$ cat config.mk
export PLATFORM = sky130hd
export DESIGN_NAME = sensor_frame_check_extract_unit
export DESIGN_NICKNAME = d
export VERILOG_FILES = /design/src/sfce_pkg.sv /design/src/sfce_front.sv /design/src/sfce_queue.sv /design/src/sfce_back.sv /design/src/sensor_frame_check_extract_unit.sv
export SDC_FILE = /design/constraint.sdc
export NUM_CORES = 1
export LEC_CHECK = 0
export ABC_CLOCK_PERIOD_IN_PS = 17040
export BUFFER_PORTS_ARGS = -buffer_cell sky130_fd_sc_hd__buf_2
export CORE_MARGIN = 2
export CORE_UTILIZATION = 60
export CTS_CLUSTER_DIAMETER = 40
export DETAILED_ROUTE_END_ITERATION = 12
export PLACE_DENSITY_LB_ADDON = 0.15
export SKIP_LAST_GASP = 1
export SYNTH_ARGS = -nofsm -noshare
export SYNTH_HDL_FRONTEND = slang
export SYNTH_SLANG_ARGS = --single-unit
$ cat constraint.sdc
create_clock -name clk -period 17.04 [get_ports clk]
set_input_delay 0.852 -clock clk [delete_from_list [all_inputs] [get_ports clk]]
set_output_delay 0.852 -clock clk [all_outputs]
set_load 0.02 [all_outputs]
$ cat src/sfce_pkg.sv
`default_nettype none
package sfce_pkg;

  localparam int unsigned STORE_DEPTH = 11;
  localparam int unsigned CNT_W       = 4;
  localparam int unsigned MAX_PAY     = 5;
  localparam int unsigned PAY_CNT_W   = 3;
  localparam int unsigned QUEUE_DEPTH = 2;
  localparam int unsigned QPTR_W      = (QUEUE_DEPTH > 1) ? $clog2(QUEUE_DEPTH) : 1;
  localparam int unsigned QCNT_W      = $clog2(QUEUE_DEPTH + 1);

  localparam logic [7:0] HDR_LASER   = 8'h5A;
  localparam logic [7:0] HDR_LASER_2 = 8'h15;
  localparam logic [7:0] TYPE_04     = 8'h04;
  localparam logic [7:0] TYPE_03     = 8'h03;
  localparam logic [7:0] HDR_LIGHT_0 = 8'h4C;
  localparam logic [7:0] HDR_LIGHT_1 = 8'h3A;
  localparam logic [7:0] CHAR_CR     = 8'h0D;
  localparam logic [7:0] CHAR_LF     = 8'h0A;
  localparam logic [7:0] HDR_ULTRA   = 8'hFF;

  localparam logic [1:0] KIND_LASER04 = 2'd0;
  localparam logic [1:0] KIND_LASER03 = 2'd1;
  localparam logic [1:0] KIND_LIGHT   = 2'd2;
  localparam logic [1:0] KIND_ULTRA   = 2'd3;

  localparam logic [PAY_CNT_W-1:0] LEN_SHORT = PAY_CNT_W'(2);
  localparam logic [PAY_CNT_W-1:0] LEN_LIGHT = PAY_CNT_W'(MAX_PAY);

  typedef logic [7:0] byte_t;

  // One checked frame: its kind, how many payload bytes and the bytes.
  typedef struct packed {
    logic [1:0]                kind;
    logic [PAY_CNT_W-1:0]      len;
    logic [MAX_PAY-1:0][7:0]   pay;
  } frame_desc_t;

  typedef struct packed {
    logic empty;
    logic full;
  } queue_stat_t;

endpackage
`default_nettype wire

$ cat src/sfce_front.sv
`default_nettype none
module sfce_front
  import sfce_pkg::*;
(
  input  wire logic        clk,
  input  wire logic        rst_n,
  input  wire logic        in_valid,
  input  wire logic        in_has_byte,
  input  wire logic [7:0]  in_data_byte,
  input  wire logic        in_frame_end,
  output logic             in_stall,
  input  wire queue_stat_t q_stat,
  output logic             push,
  output frame_desc_t      push_desc
);

  byte_t            store_r [STORE_DEPTH];
  byte_t            store_nxt [STORE_DEPTH];
  logic [CNT_W-1:0] cnt_r, cnt_nxt;
  byte_t            sum3_r, sum7_r, sum8_r;
  byte_t            sum3_nxt, sum7_nxt, sum8_nxt;

  logic accept;
  logic wr;
  logic laser_hdr, m04, m03, mlight, multra;

  assign in_stall = q_stat.full;
  assign accept   = in_valid && !q_stat.full;
  assign wr       = in_has_byte && (cnt_r < CNT_W'(STORE_DEPTH));

  // The store as it looks with this request's byte written in; the frame
  // check works on this view so a byte and the frame end may share a request.
  always_comb begin
    for (int k = 0; k < STORE_DEPTH; k++) begin
      store_nxt[k] = (wr && cnt_r == CNT_W'(k)) ? in_data_byte : store_r[k];
    end
    sum3_nxt = sum3_r + ((wr && cnt_r < CNT_W'(3)) ? in_data_byte : 8'h00);
    sum7_nxt = sum7_r + ((wr && cnt_r < CNT_W'(7)) ? in_data_byte : 8'h00);
    sum8_nxt = sum8_r + ((wr && cnt_r < CNT_W'(8)) ? in_data_byte : 8'h00);
    cnt_nxt  = wr ? cnt_r + CNT_W'(1) : cnt_r;
  end

  always_comb begin
    laser_hdr = store_nxt[0] == HDR_LASER && store_nxt[1] == HDR_LASER &&
                store_nxt[2] == HDR_LASER_2;
    m04    = laser_hdr && store_nxt[3] == TYPE_04 && sum8_nxt == store_nxt[8];
    m03    = laser_hdr && store_nxt[3] == TYPE_03 && sum7_nxt == store_nxt[7];
    mlight = store_nxt[0] == HDR_LIGHT_0 && store_nxt[1] == HDR_LIGHT_1 &&
             store_nxt[9] == CHAR_CR && store_nxt[10] == CHAR_LF;
    multra = store_nxt[0] == HDR_ULTRA && sum3_nxt == store_nxt[3];

    push_desc = '0;
    if (m04 || m03) begin
      push_desc.kind   = m04 ? KIND_LASER04 : KIND_LASER03;
      push_desc.len    = LEN_SHORT;
      push_desc.pay[0] = store_nxt[4];
      push_desc.pay[1] = store_nxt[5];
    end else if (mlight) begin
      push_desc.kind = KIND_LIGHT;
      push_desc.len  = LEN_LIGHT;
      for (int i = 0; i < MAX_PAY; i++) begin
        push_desc.pay[i] = store_nxt[i + 2];
      end
    end else if (multra) begin
      push_desc.kind   = KIND_ULTRA;
      push_desc.len    = LEN_SHORT;
      push_desc.pay[0] = store_nxt[1];
      push_desc.pay[1] = store_nxt[2];
    end
    push = accept && in_frame_end && (m04 || m03 || mlight || multra);
  end

  always_ff @(posedge clk) begin
    if (!rst_n) begin
      cnt_r  <= '0;
      sum3_r <= '0;
      sum7_r <= '0;
      sum8_r <= '0;
      for (int k = 0; k < STORE_DEPTH; k++) begin
        store_r[k] <= '0;
      end
    end else if (accept) begin
      if (in_frame_end) begin
        cnt_r  <= '0;
        sum3_r <= '0;
        sum7_r <= '0;
        sum8_r <= '0;
        for (int k = 0; k < STORE_DEPTH; k++) begin
          store_r[k] <= '0;
        end
      end else begin
        cnt_r  <= cnt_nxt;
        sum3_r <= sum3_nxt;
        sum7_r <= sum7_nxt;
        sum8_r <= sum8_nxt;
        for (int k = 0; k < STORE_DEPTH; k++) begin
          store_r[k] <= store_nxt[k];
        end
      end
    end
  end

endmodule
`default_nettype wire

$ cat src/sfce_queue.sv
`default_nettype none
module sfce_queue
  import sfce_pkg::*;
(
  input  wire logic         clk,
  input  wire logic         rst_n,
  input  wire logic         push,
  input  wire frame_desc_t  push_desc,
  input  wire logic         pop,
  output frame_desc_t       pop_desc,
  output queue_stat_t       q_stat
);

  frame_desc_t       mem_r [QUEUE_DEPTH];
  logic [QPTR_W-1:0] wr_ptr_r, rd_ptr_r;
  logic [QCNT_W-1:0] cnt_r;

  function automatic logic [QPTR_W-1:0] ptr_inc(input logic [QPTR_W-1:0] p);
    return (p == QPTR_W'(QUEUE_DEPTH - 1)) ? '0 : p + QPTR_W'(1);
  endfunction

  assign pop_desc     = mem_r[rd_ptr_r];
  assign q_stat.empty = cnt_r == '0;
  assign q_stat.full  = cnt_r == QCNT_W'(QUEUE_DEPTH);

  always_ff @(posedge clk) begin
    if (push) begin
      mem_r[wr_ptr_r] <= push_desc;
    end
  end

  always_ff @(posedge clk) begin
    if (!rst_n) begin
      wr_ptr_r <= '0;
      rd_ptr_r <= '0;
      cnt_r    <= '0;
    end else begin
      if (push) begin
        wr_ptr_r <= ptr_inc(wr_ptr_r);
      end
      if (pop) begin
        rd_ptr_r <= ptr_inc(rd_ptr_r);
      end
      if (push && !pop) begin
        cnt_r <= cnt_r + QCNT_W'(1);
      end else if (pop && !push) begin
        cnt_r <= cnt_r - QCNT_W'(1);
      end
    end
  end

endmodule
`default_nettype wire

$ cat src/sfce_back.sv
`default_nettype none
module sfce_back
  import sfce_pkg::*;
(
  input  wire logic        clk,
  input  wire logic        rst_n,
  input  wire queue_stat_t q_stat,
  input  wire frame_desc_t pop_desc,
  output logic             pop,
  output logic             out_valid,
  output logic [7:0]       out_payload_byte,
  output logic [1:0]       out_sensor_kind,
  output logic             out_last_of_run,
  input  wire logic        out_stall
);

  frame_desc_t          cur_r;
  logic [PAY_CNT_W-1:0] idx_r;
  logic                 busy_r;
  logic                 take, done;

  assign out_valid        = busy_r;
  assign out_payload_byte = cur_r.pay[idx_r];
  assign out_sensor_kind  = cur_r.kind;
  assign out_last_of_run  = idx_r == cur_r.len - PAY_CNT_W'(1);

  assign take = busy_r && !out_stall;
  assign done = take && out_last_of_run;
  // The next frame is loaded in the cycle the last byte leaves.
  assign pop  = !q_stat.empty && (!busy_r || done);

  always_ff @(posedge clk) begin
    if (pop) begin
      cur_r <= pop_desc;
    end
  end

  always_ff @(posedge clk) begin
    if (!rst_n) begin
      busy_r <= 1'b0;
      idx_r  <= '0;
    end else if (pop) begin
      busy_r <= 1'b1;
      idx_r  <= '0;
    end else if (done) begin
      busy_r <= 1'b0;
    end else if (take) begin
      idx_r <= idx_r + PAY_CNT_W'(1);
    end
  end

endmodule
`default_nettype wire

$ cat src/sensor_frame_check_extract_unit.sv
`default_nettype none
// Channel   Direction  Handshake           Fields
// in_       input      in_valid/in_stall   has_byte, data_byte[7:0], frame_end
// out_      output     out_valid/out_stall payload_byte[7:0], sensor_kind[1:0],
//                                          last_of_run
//
// A byte request is taken every cycle unless stalled; a frame end is checked in
// the cycle it is taken; its payload bytes are offered from the emitter's
// register one per cycle while out_stall is low, with no gap between frames.
// Input stalls only while the two-entry frame queue between checker and
// emitter is full, so it follows the output side's stalls with that slack.
// Reset (rst_n low, synchronous) clears the capture store, count and queue.
module sensor_frame_check_extract_unit
  import sfce_pkg::*;
(
  input  wire logic       clk,
  input  wire logic       rst_n,
  input  wire logic       in_valid,
  output logic            in_stall,
  input  wire logic       in_has_byte,
  input  wire logic [7:0] in_data_byte,
  input  wire logic       in_frame_end,
  output logic            out_valid,
  input  wire logic       out_stall,
  output logic [7:0]      out_payload_byte,
  output logic [1:0]      out_sensor_kind,
  output logic            out_last_of_run
);

  queue_stat_t q_stat;
  logic        push, pop;
  frame_desc_t push_desc, pop_desc;

  sfce_front u_front (
    .clk          (clk),
    .rst_n        (rst_n),
    .in_valid     (in_valid),
    .in_has_byte  (in_has_byte),
    .in_data_byte (in_data_byte),
    .in_frame_end (in_frame_end),
    .in_stall     (in_stall),
    .q_stat       (q_stat),
    .push         (push),
    .push_desc    (push_desc)
  );

  sfce_queue u_queue (
    .clk       (clk),
    .rst_n     (rst_n),
    .push      (push),
    .push_desc (push_desc),
    .pop       (pop),
    .pop_desc  (pop_desc),
    .q_stat    (q_stat)
  );

  sfce_back u_back (
    .clk              (clk),
    .rst_n            (rst_n),
    .q_stat           (q_stat),
    .pop_desc         (pop_desc),
    .pop              (pop),
    .out_valid        (out_valid),
    .out_payload_byte (out_payload_byte),
    .out_sensor_kind  (out_sensor_kind),
    .out_last_of_run  (out_last_of_run),
    .out_stall        (out_stall)
  );

endmodule
`default_nettype wire

==> results of run 1 <==
==> logic make-up (layout without fill, tap and decap cells) <==
logic type | Yosys count | after routing | share of synthesized area [%]
muxes | 138 | 138 | 11.2
adders and majority gates | 32 | 32 | 3.25
and+or+nand+nor | 348 | 348 | 13.7
AOI/OAI and AO/OA | 175 | 175 | 9.04
buffers and inverters | 87 | 124 | 2.84
xor gates and xnor gates | 44 | 44 | 3.61
DFF | 256 | 256 | 56.4
==> cell usage after synthesis (all sizes together), types with 4 or more instances <==
cell type | n | area [µm²]
o211ai | 8 | 60.1
edfxtp | 220 | 6610
nor2b | 13 | 81.3
nor3 | 4 | 20.0
nand4b | 5 | 50.0
ha | 29 | 363
a311oi | 7 | 61.3
xnor2 | 18 | 158
nor2 | 145 | 547
a21oi | 35 | 175
a22o | 9 | 78.8
nand2 | 62 | 233
o22ai | 19 | 119
or4 | 7 | 60.1
or3b | 4 | 35.0
o21ai | 43 | 215
xor2 | 20 | 175
nand3 | 14 | 70.1
a21boi | 12 | 90.1
and2 | 26 | 165
a31oi | 4 | 25.0
clkbuf | 48 | 180
nor4 | 6 | 43.8
nor3b | 6 | 50.1
mux2 | 47 | 537
mux2i | 91 | 918
or2 | 4 | 25.0
o211a | 8 | 80.1
xnor3 | 5 | 113
and3 | 5 | 31.3
o22a | 8 | 70.1
nand2b | 11 | 68.8
dfxtp | 36 | 721
a21o | 5 | 37.5
buf | 17 | 106
inv | 21 | 78.8
nand4 | 13 | 81.3
==> final timing paths <==
path                                                  endpoint  cells after the start  slack [ns]
worst max-delay path             u_queue.cnt_r[1]$_SDFFE_PN0P_                     17       11.73
worst min-delay path            u_front.sum3_r[3]$_SDFFE_PN0P_                      2        0.47
worst max register to register   u_queue.cnt_r[1]$_SDFFE_PN0P_                     12       11.94
worst min register to register  u_front.sum3_r[3]$_SDFFE_PN0P_                      2        0.47
==> final cells by class <==
type	instances	area [µm²]	share of cell area (%)
repair buffers	34	190	1.31
clock inverters	25	288	1.97
multi-input cells	737	5350	36.7
flip-flops and latches	256	7330	50.3
inverters	22	82.6	0.567
clock buffers	43	991	6.80
well taps	275	344	2.36
==> sequential cells by signal, indices dropped and copies added (netlist names) <==
register / cells
u_front.store_r: 88
u_queue.mem_r: 88
u_back.cur_r: 42
u_front.sum3_r: 8
u_front.sum7_r: 8
u_front.sum8_r: 8
u_front.cnt_r: 4
u_back.idx_r: 3
u_back.out_sensor_kind: 2
u_queue.cnt_r: 2
u_back.out_valid: 1
u_queue.rd_ptr_r: 1
u_queue.wr_ptr_r: 1
==> worst max-delay path: stages <==
cell      delay [ns]
buf_2           0.27
clkinv_1        0.39
nor2_1          0.20
ha_1            0.19
inv_1           0.05
fa_1            0.38
nand2b_1        0.19
a21oi_1         0.16
xor2_1          0.25
xnor2_1         0.12
nor4_1          0.41
nand4_1         0.69
and2_4          0.51
a31oi_1         0.16
ha_1            0.29
or3_1           0.39
a21boi_0        0.21
==> per-stage QoR <==
step                      power (µW)  util (%)  instances  setup slack [ns]
final                           1920      68.9       1392             11.73
after global routing            2000      68.9       1392             11.38
after CTS                       1930      68.9       1392             11.86
after detailed placement        1150      62.8       1324             11.38
after global placement          1140      62.8       1324             11.50
after floorplan                 1060         -       1080              9.33
==> power by group through the flow <==
| stage | clock, µW | combinational, µW | sequential, µW |
|---|---|---|---|
| CTS | 790 | 300 | 842 |
| global placement | 0 | 291 | 849 |
| detailed placement | 0 | 297 | 854 |
| finish | 781 | 300 | 840 |
| floorplan | 0 | 239 | 825 |
| global route | 817 | 329 | 852 |
==> layer usage <==
layer,GRT usage (%),wire length (µm)
met4,8.13,679
met2,44.5,14200
met1,34.9,12700
met5,0,0
met3,4.10,1450
==> qor.txt, run 1 <==
status: completed
Max Freq: 188 MHz
detailed placement HPWL: 18700 µm
CP max FO: 15
sequential fraction of the synthesis area: 56.4%
TritonCTS clock tree: done
Port Buf Inserts: 26
most common cell after layout, fill and taps aside: edfxtp_1
pin count of the biggest net entering global routing: 60
H-tree Lvls: 2
# DRC: 0
Synth Register Bits: 256
CP required: 17.46 ns
# resized after CTS: 0
GRT Resource Usage Total: 26.2%
worst hold start: u_front.sum3_r[3]$_SDFFE_PN0P_
Power Density: 132 mW/mm²
final instance area: 0.0146 mm²
TritonCTS buffer count: 38
vias in the first global route: 8333
violation count after the first detailed-routing iteration: 570
Synth Instances: 1080
minimum clock period: 5.31 ns
Internal: 1410 µW
Pleak: 0.00558 µW
die width: 151 µm
critical path type: input pin to register
initial antenna violation count: 0
final period utilization: 31.2%
DR pass1 iterations: 6
Max Cap Viol: 0
share of power burned in the clock network: 40.7%
post-synth net total: 1126
asr flop ratio synth: 0%
Fillers: 1554
die span in y: 151 µm
Sw Pwr: 512 µW
Reg power frac: 43.7%
Final setup viols: 0
Setup Skew: 0.0213 ns
mapped cell area: 0.0130 mm²
Post-DP Area: 0.0133 mm²
layout cells sized above 1: 15.0%
antenna-violating nets left: 0
CTS sink cnt: 256
drt wl/cell: 20.8 µm
Critical Path Source: in_data_byte[0]
Syn Area/Cell: 12.0 µm²
clock transition at the registers of the reported paths: 0.05 ns
R2R Path Start: u_front.cnt_r[1]$_SDFFE_PN0P_
grt ovf: 0
Tightest Pin Transition: 1.10 ns
IO Pins: 27
final hold vios: 0
Starting Density: 61.4%
setup_tns: 0 ns
clk_lat worst skew: 0.52 ns
Post-synth EDFFs: 220
Rows: 53
final slew viol count: 0
Die ar.: 0.0229 mm²
Worst EP arrival: 5.74 ns
max_slew headroom: 26.7%
Via Count: 8483
CP Launch Type: input pin
clock root buffer master: clkbuf_16
Longest Clk Path Bufs: 3
Primary FF master, synth: edfxtp_1
postcts setup bufs: 0
switching share of power: 26.7%
maximum vdd drop: 0.0838 mV
Worst Setup End Kind: register
fin nets: 1135
synth warn: 0
library cells used by synthesis: 78
Hold-fix buffers, CTS: 0
gpl congestion: 0.909
unrepaired setup endpoints after global routing: no
Routed WL: 29000 µm
Inserted Diodes: 0
Via density: 6.09
Comb power frac: 15.6%
first-pass GRT wire length: 45600 µm
core area: 0.0212 mm²
Layout area overhead: 12.1%
Hold WC Path Type: register to register
most frequent cells in the layout: 220 x edfxtp_1, 144 x nor2_1, 89 x mux2i_1
WHS: 0.465 ns
Note: power is estimated with default switching activity, not from simulation.
==> run 2, diff against run 1 <==
--- a/config.mk
+++ b/config.mk
@@ -5,10 +5,10 @@
 export SDC_FILE = /design/constraint.sdc
 export NUM_CORES = 1
 export LEC_CHECK = 0
-export ABC_CLOCK_PERIOD_IN_PS = 17040
+export ABC_CLOCK_PERIOD_IN_PS = 4800
 export BUFFER_PORTS_ARGS = -buffer_cell sky130_fd_sc_hd__buf_2
 export CORE_MARGIN = 2
-export CORE_UTILIZATION = 60
+export CORE_UTILIZATION = 57
 export CTS_CLUSTER_DIAMETER = 40
 export DETAILED_ROUTE_END_ITERATION = 12
 export PLACE_DENSITY_LB_ADDON = 0.15
==> constraint.sdc (replaced) <==
create_clock -name clk -period 4.8 [get_ports clk]
set_input_delay 0.24 -clock clk [delete_from_list [all_inputs] [get_ports clk]]
set_output_delay 0.24 -clock clk [all_outputs]
set_load 0.02 [all_outputs]
==> qor.txt, run 2 (synthesis gave the netlist of run 1 again) <==
status: completed
Hold WC Path Type: input pin to register
CP max FO: 13
clk_lat worst skew: 0.52 ns
Pleak: 0.00573 µW
drt wl/cell: 20.9 µm
vias in the first global route: 8487
clock root buffer master: clkbuf_16
GRT Resource Usage Total: 25.0%
first-pass GRT wire length: 46800 µm
H-tree Lvls: 2
Power Density: 468 mW/mm²
Internal: 5120 µW
unrepaired setup endpoints after global routing: no
Starting Density: 57.8%
Max Freq: 227 MHz
final period utilization: 91.6%
critical path type: register to register
# DRC: 0
Hold-fix buffers, CTS: 0
Layout area overhead: 14.2%
final hold vios: 0
most common cell after layout, fill and taps aside: edfxtp_1
die span in y: 155 µm
max_slew headroom: 24.7%
pin count of the biggest net entering global routing: 100
Fillers: 1683
Worst EP arrival: 4.83 ns
Tightest Pin Transition: 1.13 ns
Worst Setup End Kind: register
gpl congestion: 0.893
Final setup viols: 0
Reg power frac: 42.7%
most frequent cells in the layout: 220 x edfxtp_1, 144 x nor2_1, 89 x mux2i_1
die width: 155 µm
Comb power frac: 15.9%
Sw Pwr: 1830 µW
antenna-violating nets left: 0
Top Registers: u_front.store_r x88, u_queue.mem_r x88, u_back.cur_r x42
switching share of power: 26.3%
fin nets: 1155
IO Pins: 27
Routed WL: 29700 µm
postcts setup bufs: 0
Setup Skew: 0.0229 ns
# resized after CTS: 0
maximum vdd drop: 0.278 mV
final slew viol count: 0
core area: 0.0225 mm²
CTS sink cnt: 256
Longest Clk Path Bufs: 3
Rows: 55
DR pass1 iterations: 4
initial antenna violation count: 0
layout cells sized above 1: 16.7%
Die ar.: 0.0240 mm²
clock transition at the registers of the reported paths: 0.05 ns
share of power burned in the clock network: 41.4%
Via density: 6.02
TritonCTS buffer count: 39
CP required: 5.23 ns
detailed placement HPWL: 19200 µm
Max Cap Viol: 0
CP Launch Type: register
TritonCTS clock tree: done
Via Count: 8568
grt ovf: 0
minimum clock period: 4.40 ns
violation count after the first detailed-routing iteration: 651
Port Buf Inserts: 26
Inserted Diodes: 0
Power, Total: 6950 µW
setup_tns: 0 ns
## run 2: cell count changes in the layout (fill, tap and decap cells not counted)
cell and change:
a21oi_2 +1, buf_4 +16, clkbuf_16 +2, inv_6 -2, clkinv_2 +2, buf_12 +3
a21oi_1 -1, clkinvlp_4 -2, clkbuf_8 +3
## run 2: worst paths after layout
path	slack, ns	from	cells past startpoint	to
setup reg to reg	0.40	u_front.cnt_r[0]$_SDFFE_PN0P_	16	u_queue.cnt_r[1]$_SDFFE_PN0P_
setup / recovery	0.40	u_front.cnt_r[0]$_SDFFE_PN0P_	16	u_queue.cnt_r[1]$_SDFFE_PN0P_
hold / removal	0.11	out_stall	4	u_back.idx_r[0]$_SDFFE_PP0P_
hold reg to reg	0.46	u_front.sum3_r[6]$_SDFFE_PN0P_	2	u_front.sum3_r[6]$_SDFFE_PN0P_
## run 2: power by group through the flow
| stage | clock [µW] | sequential, µW | combinational (µW) |
|---|---|---|---|
| 3_5_place_dp | 0 | 3010 | 1100 |
| 2_1_floorplan | 0 | 2930 | 850 |
| 6_report | 2880 | 2970 | 1110 |
| 3_3_place_gp | 0 | 3000 | 1090 |
| 4_1_cts | 2920 | 2970 | 1110 |
| 5_1_grt | 3010 | 3000 | 1210 |
## run 2: area by class of cell
cell class              instances  area [µm²]  share of cell area, %
flip-flops and latches        256        7330                   49.4
multi-input cells             737        5350                   36.1
clock buffers                  48        1080                   7.29
repair buffers                 53         370                   2.50
well taps                     285         357                   2.40
clock inverters                23         264                   1.78
inverters                      22        83.8                  0.565
## run 2: worst max-delay path, stage by stage (launching register included)
cell and delay (ns):
dfxtp_1 0.35, ha_1 0.32, a21oi_2 0.30, and2_1 0.17, ha_1 0.16, inv_1 0.05, fa_1 0.39, xor2_1 0.19
xor2_1 0.15, or4_4 0.50, nor4_2 0.26, nand4b_2 0.16, and2_4 0.24, a31oi_1 0.19, ha_1 0.30, or3_1 0.37
a21boi_0 0.19
## run 2: per-stage QoR
| step | util (%) | instances | hold slack (ns) | setup WS [ns] | cell area, µm² |
|---|---|---|---|---|---|
| floorplan | - | 1080 | 0.429 | 0.0136 | 13000 |
| global placement | 60.0 | 1353 | 0.440 | 0.643 | 13500 |
| detailed placement | 60.0 | 1353 | 0.454 | 0.493 | 13500 |
| CTS | 65.9 | 1424 | 0.0942 | 0.437 | 14800 |
| global route | 65.9 | 1424 | 0.149 | 0.103 | 14800 |
| finish | 65.9 | 1424 | 0.114 | 0.401 | 14800 |
## run 2: routing by layer
layer	vias to the layer above	wire (µm)	global-route usage [%]
met4	0	823	8.42
met5	-	0	0
met3	67	1550	4.26
li1	4073	-	-
met2	247	14100	40.8
met1	4181	13200	34.4
==> run 3, diff against run 2 <==
--- a/config.mk
+++ b/config.mk
@@ -6,11 +6,11 @@
 export NUM_CORES = 1
 export LEC_CHECK = 0
 export ABC_CLOCK_PERIOD_IN_PS = 4800
-export BUFFER_PORTS_ARGS = -buffer_cell sky130_fd_sc_hd__buf_2
 export CORE_MARGIN = 2
-export CORE_UTILIZATION = 57
+export CORE_UTILIZATION = 58
 export CTS_CLUSTER_DIAMETER = 40
 export DETAILED_ROUTE_END_ITERATION = 12
+export DONT_BUFFER_PORTS = 1
 export PLACE_DENSITY_LB_ADDON = 0.15
 export SKIP_LAST_GASP = 1
 export SYNTH_ARGS = -nofsm -noshare
==> qor.txt, run 3 (synthesis gave the netlist of run 1 again) <==
critical path capture point: u_queue.cnt_r[1]$_SDFFE_PN0P_
most common cell after layout, fill and taps aside: edfxtp_1
Power, Total: 6710 µW
Via Count: 8515
die width: 154 µm
minimum clock period: 4.33 ns
final period utilization: 90.1%
Via density: 6.12
Critical Path Source: u_front.cnt_r[0]$_SDFFE_PN0P_
Fillers: 1631
gpl congestion: 0.851
Final setup viols: 0
first-pass GRT wire length: 47600 µm
detailed placement HPWL: 18800 µm
Top Registers: u_front.store_r x88, u_queue.mem_r x88, u_back.cur_r x42
Longest Clk Path Bufs: 3
Starting Density: 59.4%
clk_lat worst skew: 0.51 ns
violation count after the first detailed-routing iteration: 674
Critical R2R Capture: u_queue.cnt_r[1]$_SDFFE_PN0P_
initial antenna violation count: 0
final hold vios: 0
die span in y: 154 µm
unrepaired setup endpoints after global routing: no
TritonCTS clock tree: done
most frequent cells in the layout: 220 x edfxtp_1, 144 x nor2_1, 89 x mux2i_1
GRT Resource Usage Total: 25.5%
drt wl/cell: 21.4 µm
clock transition at the registers of the reported paths: 0.05 ns
Rows: 54
DR pass1 iterations: 5
final instance area: 0.0147 mm²
H-tree Lvls: 2
grt ovf: 0
postcts setup bufs: 0
CTS sink cnt: 256
CP required: 5.24 ns
setup_tns: 0 ns
Post-DP Area: 0.0133 mm²
pin count of the biggest net entering global routing: 100
# DRC: 0
Power Density: 457 mW/mm²
clock root buffer master: clkbuf_16
layout cells sized above 1: 13.7%
CP max FO: 13
Worst EP arrival: 4.76 ns
FF+latch area: 0.00733 mm²
Worst Setup End Kind: register
Pleak: 0.00560 µW
Tightest Pin Transition: 1.14 ns
r2r setup slk: 0.47 ns
critical path type: register to register
TritonCTS buffer count: 36
Multi-input gate area: 0.00535 mm²
max_slew headroom: 24.2%
final slew viol count: 0
CP Launch Type: register
antenna-violating nets left: 0
Port Buf Inserts: 0
WHS: 0.00796 ns
Max Freq: 231 MHz
maximum vdd drop: 0.296 mV
core area: 0.0219 mm²
fin nets: 1133
Inserted Diodes: 0
Routed WL: 29800 µm
R2R Path Start: u_front.cnt_r[0]$_SDFFE_PN0P_
Reg2Reg Depth: 16
Max Cap Viol: 0
status: completed
Layout area overhead: 12.9%
Setup Skew: 0.0208 ns
IO Pins: 27
Hold WC Path Type: input pin to register
Die ar.: 0.0236 mm²
vias in the first global route: 8554
==> run 3: layout make-up <==
cell class                 count  area share [%]
sequential                   256            49.9
multi-input combinational    737            36.5
clock buffer                  43            6.61
tap                          280            2.39
timing repair buffer          34            2.17
clock inverter                20            1.83
inverter                      22           0.571
==> run 3: metal layers <==
| metal | vias up | part of all wire [%] | track usage [%] |
|---|---|---|---|
| met4 | 0 | 3.7 | 10.4 |
| met2 | 248 | 48 | 41.9 |
| li1 | 4027 | - | - |
| met1 | 4171 | 43 | 34.5 |
| met5 | - | 0 | 0 |
| met3 | 69 | 4.9 | 3.64 |
==> run 3: worst max-delay path, stage by stage (launching register included) <==
cell	delay (ns)
dfxtp_1	0.36
ha_1	0.32
a21oi_2	0.26
and2_1	0.16
ha_1	0.16
inv_1	0.05
fa_1	0.39
nor2b_1	0.23
o211ai_1	0.17
a311oi_1	0.46
xor2_1	0.21
nand4b_2	0.17
and2_4	0.29
a31oi_1	0.13
ha_1	0.36
or3_1	0.37
a21boi_0	0.16
==> run 3: worst min path at each step <==
stage,from,cells after the start,end,slack (ns)
finish,in_data_byte[7],2,u_front.store_r[4][7]$_SDFFCE_PN0P_,0.008
global route,in_data_byte[5],2,u_front.store_r[5][5]$_SDFFCE_PN0P_,0.009
CTS,in_data_byte[7],2,u_front.store_r[0][15]$_SDFFCE_PN0P_,0.0007
detailed placement,rst_n,1,u_front.cnt_r[2]$_SDFFE_PN0P_,0.37
global placement,rst_n,1,u_front.cnt_r[2]$_SDFFE_PN0P_,0.37
floorplan,u_front.sum3_r[2]$_SDFFE_PN0P_,2,u_front.sum3_r[2]$_SDFFE_PN0P_,0.43
==> run 3: where the power goes <==
part,switching (µW),total [µW],internal [µW]
Sequential,185,2990,2800
Clock,952,2720,1760
Combinational,600,1010,409
Total,1740,6710,4970
==> run 3: what timing repair did <==
action,CTS,global route
gates resized for setup,0,0
endpoints found under the hold margin,32,0
hold buffers,10,0
==> run 3: metrics by stage <==
stage               instances  setup WS, ns  util, %
floorplan                1080        0.0136        -
global placement         1319         0.645     60.9
detailed placement       1319         0.522     60.9
CTS                      1392         0.498     67.0
global route             1392         0.145     67.0
finish                   1392         0.475     67.0
